[config.mk]
export PLATFORM = sky130hd
export DESIGN_NAME = cba_word_eval
export DESIGN_NICKNAME = d
export VERILOG_FILES = /design/src/rtl/assert_macros.svh /design/src/rtl/cba_pkg.sv /design/src/rtl/cba_word_eval.sv
export SDC_FILE = /design/constraint.sdc
export NUM_CORES = 1
export LEC_CHECK = 0
export ABC_AREA = 1
export ABC_CLOCK_PERIOD_IN_PS = 5950
export BUFFER_PORTS_ARGS = -buffer_cell sky130_fd_sc_hd__buf_2
export CAP_MARGIN = 5
export CORE_MARGIN = 2
export CORE_UTILIZATION = 40
export DETAILED_ROUTE_END_ITERATION = 16
export PLACE_DENSITY = 0.69
export SYNTH_ARGS = -nofsm -noshare
export SYNTH_HDL_FRONTEND = slang
export SYNTH_SLANG_ARGS = --single-unit
[constraint.sdc]
create_clock -name vclk -period 5.95
set_input_delay 0.2975 -clock vclk [all_inputs]
set_output_delay 0.2975 -clock vclk [all_outputs]
set_load 0.1 [all_outputs]
[src/rtl/assert_macros.svh]
// assertion helpers shared by the rtl
`ifndef ASSERT_MACROS_SVH
`define ASSERT_MACROS_SVH

`ifndef SYNTH

// property must hold at every clock edge out of reset
`define ASSERT_CLK(lbl, clk, rst, prop) \
  lbl: assert property (@(posedge clk) disable iff (rst) (prop)) \
    else $error("%m: property failed");

// condition must never be seen at a clock edge out of reset
`define ASSERT_NEVER(lbl, clk, rst, cond) \
  lbl: assert property (@(posedge clk) disable iff (rst) !(cond)) \
    else $error("%m: forbidden condition seen");

`else

`define ASSERT_CLK(lbl, clk, rst, prop)
`define ASSERT_NEVER(lbl, clk, rst, cond)

`endif

`endif

[src/rtl/cba_pkg.sv]
package cba_pkg;

  // request opcodes
  localparam logic [1:0] OP_ALLOC = 2'd0;
  localparam logic [1:0] OP_FREE  = 2'd1;
  localparam logic [1:0] OP_COUNT = 2'd2;
  localparam logic [1:0] OP_LOAD  = 2'd3;

  // result status codes
  localparam logic [1:0] STATUS_OK       = 2'd0;
  localparam logic [1:0] STATUS_NO_SPACE = 2'd1;
  localparam logic [1:0] STATUS_RANGE    = 2'd2;

  localparam logic [31:0] FIRST_DATA = 32'd2;
  localparam logic [31:0] NO_CLUSTER = 32'hFFFF_FFFF;

  typedef enum logic [2:0] {
    ST_CLEAR,
    ST_IDLE,
    ST_SCAN,
    ST_COUNT,
    ST_RMW
  } cba_state_t;

  // bounds of the word being looked at
  typedef struct packed {
    logic       phase2;
    logic [4:0] s_off;
    logic [4:0] last_off;
  } cba_scan_ctl_t;

  typedef struct packed {
    logic       found;
    logic [4:0] pos;
    logic [5:0] ones;
  } cba_scan_res_t;

endpackage

[src/rtl/cba_word_eval.sv]
module cba_word_eval import cba_pkg::*; #(
  parameter int AW = 11
) (
  input  logic [AW-1:0]  addr,
  input  logic [AW-1:0]  ws,
  input  logic [AW-1:0]  wl,
  input  logic [31:0]    word,
  input  cba_scan_ctl_t  ctl,
  output cba_scan_res_t  res
);

  logic [31:0] hi_mask;
  logic [31:0] lo_mask;
  logic [31:0] cand;

  // hi mask keeps bits below the data limit, lo mask keeps the scan window
  always_comb begin
    if (addr < wl) begin
      hi_mask = '1;
    end else if (addr == wl) begin
      hi_mask = 32'hFFFF_FFFF >> (5'd31 - ctl.last_off);
    end else begin
      hi_mask = '0;
    end
    if (!ctl.phase2) begin
      if (addr > ws) begin
        lo_mask = '1;
      end else if (addr == ws) begin
        lo_mask = 32'hFFFF_FFFF << ctl.s_off;
      end else begin
        lo_mask = '0;
      end
    end else begin
      if (addr < ws) begin
        lo_mask = '1;
      end else if (addr == ws) begin
        lo_mask = ~(32'hFFFF_FFFF << ctl.s_off);
      end else begin
        lo_mask = '0;
      end
    end
  end

  assign cand = ~word & hi_mask & lo_mask;

  // lowest free bit in the window
  always_comb begin
    res.found = |cand;
    res.pos   = '0;
    for (int b = 31; b >= 0; b--) begin
      if (cand[b]) begin
        res.pos = 5'(b);
      end
    end
    res.ones = 6'($countones(word & hi_mask));
  end

endmodule

==> results.md <==
- Hold Fails Final Rpt: 0
- CTS Hold Buffers Added: 0
- Dpl hpwl: 11070 microns
- Die ar.: 9232 sq um
- Synth unique cells: 47
- Fraction of layout instances using a drive strength above 1: 38.22%
- Max Slew Vio Count: 0
- CP peak stage delay: 0.55 ns
- Slew HR: 52.97%
- Worst hold margin: 1.238 ns
- Antenna Nets Post-Route: 0
- Vias in the first global route: 4149
- Worst-margin pin slew: 0.6990 ns
- Crit Path Class: primary input to primary output
- Total number of sequential cells: 0
- Syn_nets: 714
- Via count: 4286
- Layout Cells excl Fill: 835
- Register area share after synthesis: 0%
- Core area: 8217 sq um
- Failing checks: setup timing
- NumNets Final: 861
- Die H: 96.09 microns
- Outcome: complete, but fails checks
- Clk_buf instances: 0
- Crit-path max FO: 7
- RSZ-0062 raised after global routing: yes
- Synth Instances: 585
- Min Clock Period, post-route: 6.057 ns
- Crit start category: primary input
- Dpl cells: 824
- Detailed Route WL: 12560 microns
- Inserted Diodes: 0
- Input/output buffers: 88
- Pre-antenna DRT Iters: 4
- DRC viols: 0
- Vias/cell: 5.133
- CP Capture Type: primary output
- Post-synthesis cell area: 3392 sq um
- Io pins: 88
- Most used cell, CP: fa_2
- Fmax: 165.1 MHz
- Fin crit share: 101.8%
- Final Setup Violations: 5
- Worst EP required: 5.65 ns
- Syn_area_per_cell: 5.798 sq um
- First-pass GRT wire length: 20130 microns
- Worst path slowest cell: fa_1
- Worst Setup Slack, final: -0.1069 ns
- WL per Instance: 15.04 microns
- Routability Congestion: 0.9803
- GR Overflow Total: 0
- Critical Path AT: 5.76 ns
- Initial DRC count: 238
- Register Area: 0 sq um
- Hold crit path type: primary input to primary output
- Die width: 96.09 microns
- Initial core utilization: 41.28%
- Area Growth Syn to Fin: 48.62%
- Max cap viols: 0
- Largest net degree at the start of global routing: 18
- GR Util All Layers: 28.05%
- Yosys warns: 0
- Antenna violations before repair: 0
- Row Count: 33
## layer usage
metal | vias to the layer above | part of all wire, % | track usage, % | routed length (microns)
li1 | 2132 | - | - | -
met1 | 1976 | 44 | 39.17 | 5476
met2 | 162 | 47 | 48.09 | 5942
met3 | 16 | 7.2 | 2.976 | 910
met4 | 0 | 1.8 | 2.976 | 225
met5 | - | 0 | 0 | 0
## kinds of logic after synthesis
group	Yosys count	synth area share (%)
buffers and inverters	145	17.56
xor gates and xnor gates	3	0.7748
AOI/OAI and AO/OA	106	19.70
adders and majority gates	53	24.86
and+or+nand+nor	278	37.11
## worst max-delay path, delay by kind of cell
| kind | cells | cell delay, ns |
|---|---|---|
| AOI/OAI and AO/OA | 2 | 0.24 |
| xor gates and xnor gates | 1 | 0.19 |
| adders and majority gates | 9 | 3.70 |
| buffers and inverters | 8 | 0.80 |
| and+or+nand+nor | 6 | 0.54 |
## per-stage QoR
stage               worst slack (ns)  util [%]  TNS, ns  cell area (sq um)
detailed placement           -0.3056     57.06   -1.247               4688
CTS                          -0.1281     59.11  -0.2437               4857
global placement             -0.2970     57.06   -1.140               4688
global route                 -0.3720     61.35   -1.324               5041
floorplan                    -0.2244         -  -0.4747               3701
finish                       -0.1069     61.35  -0.3263               5041
## cell type report
type	count	area, sq um
multi-input cells	440	3231
repair buffers	154	1124
fillers	803	3176
inverters	136	555.5
well taps	105	131.4
## Yosys cell counts, types with 4 or more instances
master	n	area, sq um
o21ai_1	10	50.05
nand3_1	9	45.04
nor2_2	5	31.28
fa_1	24	480.5
inv_1	114	427.9
nor3_1	11	55.05
a21oi_1	29	145.1
inv_2	15	56.30
clkinv_1	6	22.52
ha_1	29	362.9
nor4_1	7	43.79
nand3_2	4	40.04
o2111ai_1	6	52.55
o21ai_0	39	195.2
nor2_1	65	244.0
nand2_2	6	37.54
nor2_4	5	56.30
nand2_1	152	570.6
## cells in the final DEF (no fill, tap or decap), types with 4 or more instances in the layout
cell type / count
ha_1: 18
o21ai_0: 27
buf_2: 70
buf_4: 62
o21ai_1: 14
nor2_1: 60
clkinv_1: 5
ha_4: 11
nand2_1: 135
o2111ai_1: 6
fa_1: 18
inv_1: 97
buf_12: 6
a21oi_1: 27
nor2_2: 6
o21ai_2: 7
inv_2: 26
nor3_1: 11
buf_6: 14
fa_2: 6
nor2_4: 9
nand2_2: 15
nand3_2: 4
nand2_4: 10
nand3_1: 8
nor4_1: 7
## repair_timing
action	CTS	global route
gates resized for setup	41	39
endpoints found under the setup margin	5	5
hold endpoints to repair	0	0
pin swaps	10	20
buffers inserted	4	8
## final timing paths
path / startpoint / end / slack, ns / depth (start not counted)
worst max-delay path: addr[7] / res[4] / -0.11 / 26
worst min-delay path: word[2] / res[0] / 1.24 / 5
Power is left out: the tool's default activity adds up to more than one toggle a clock period on the data nets, which glitch-free logic cannot reach.
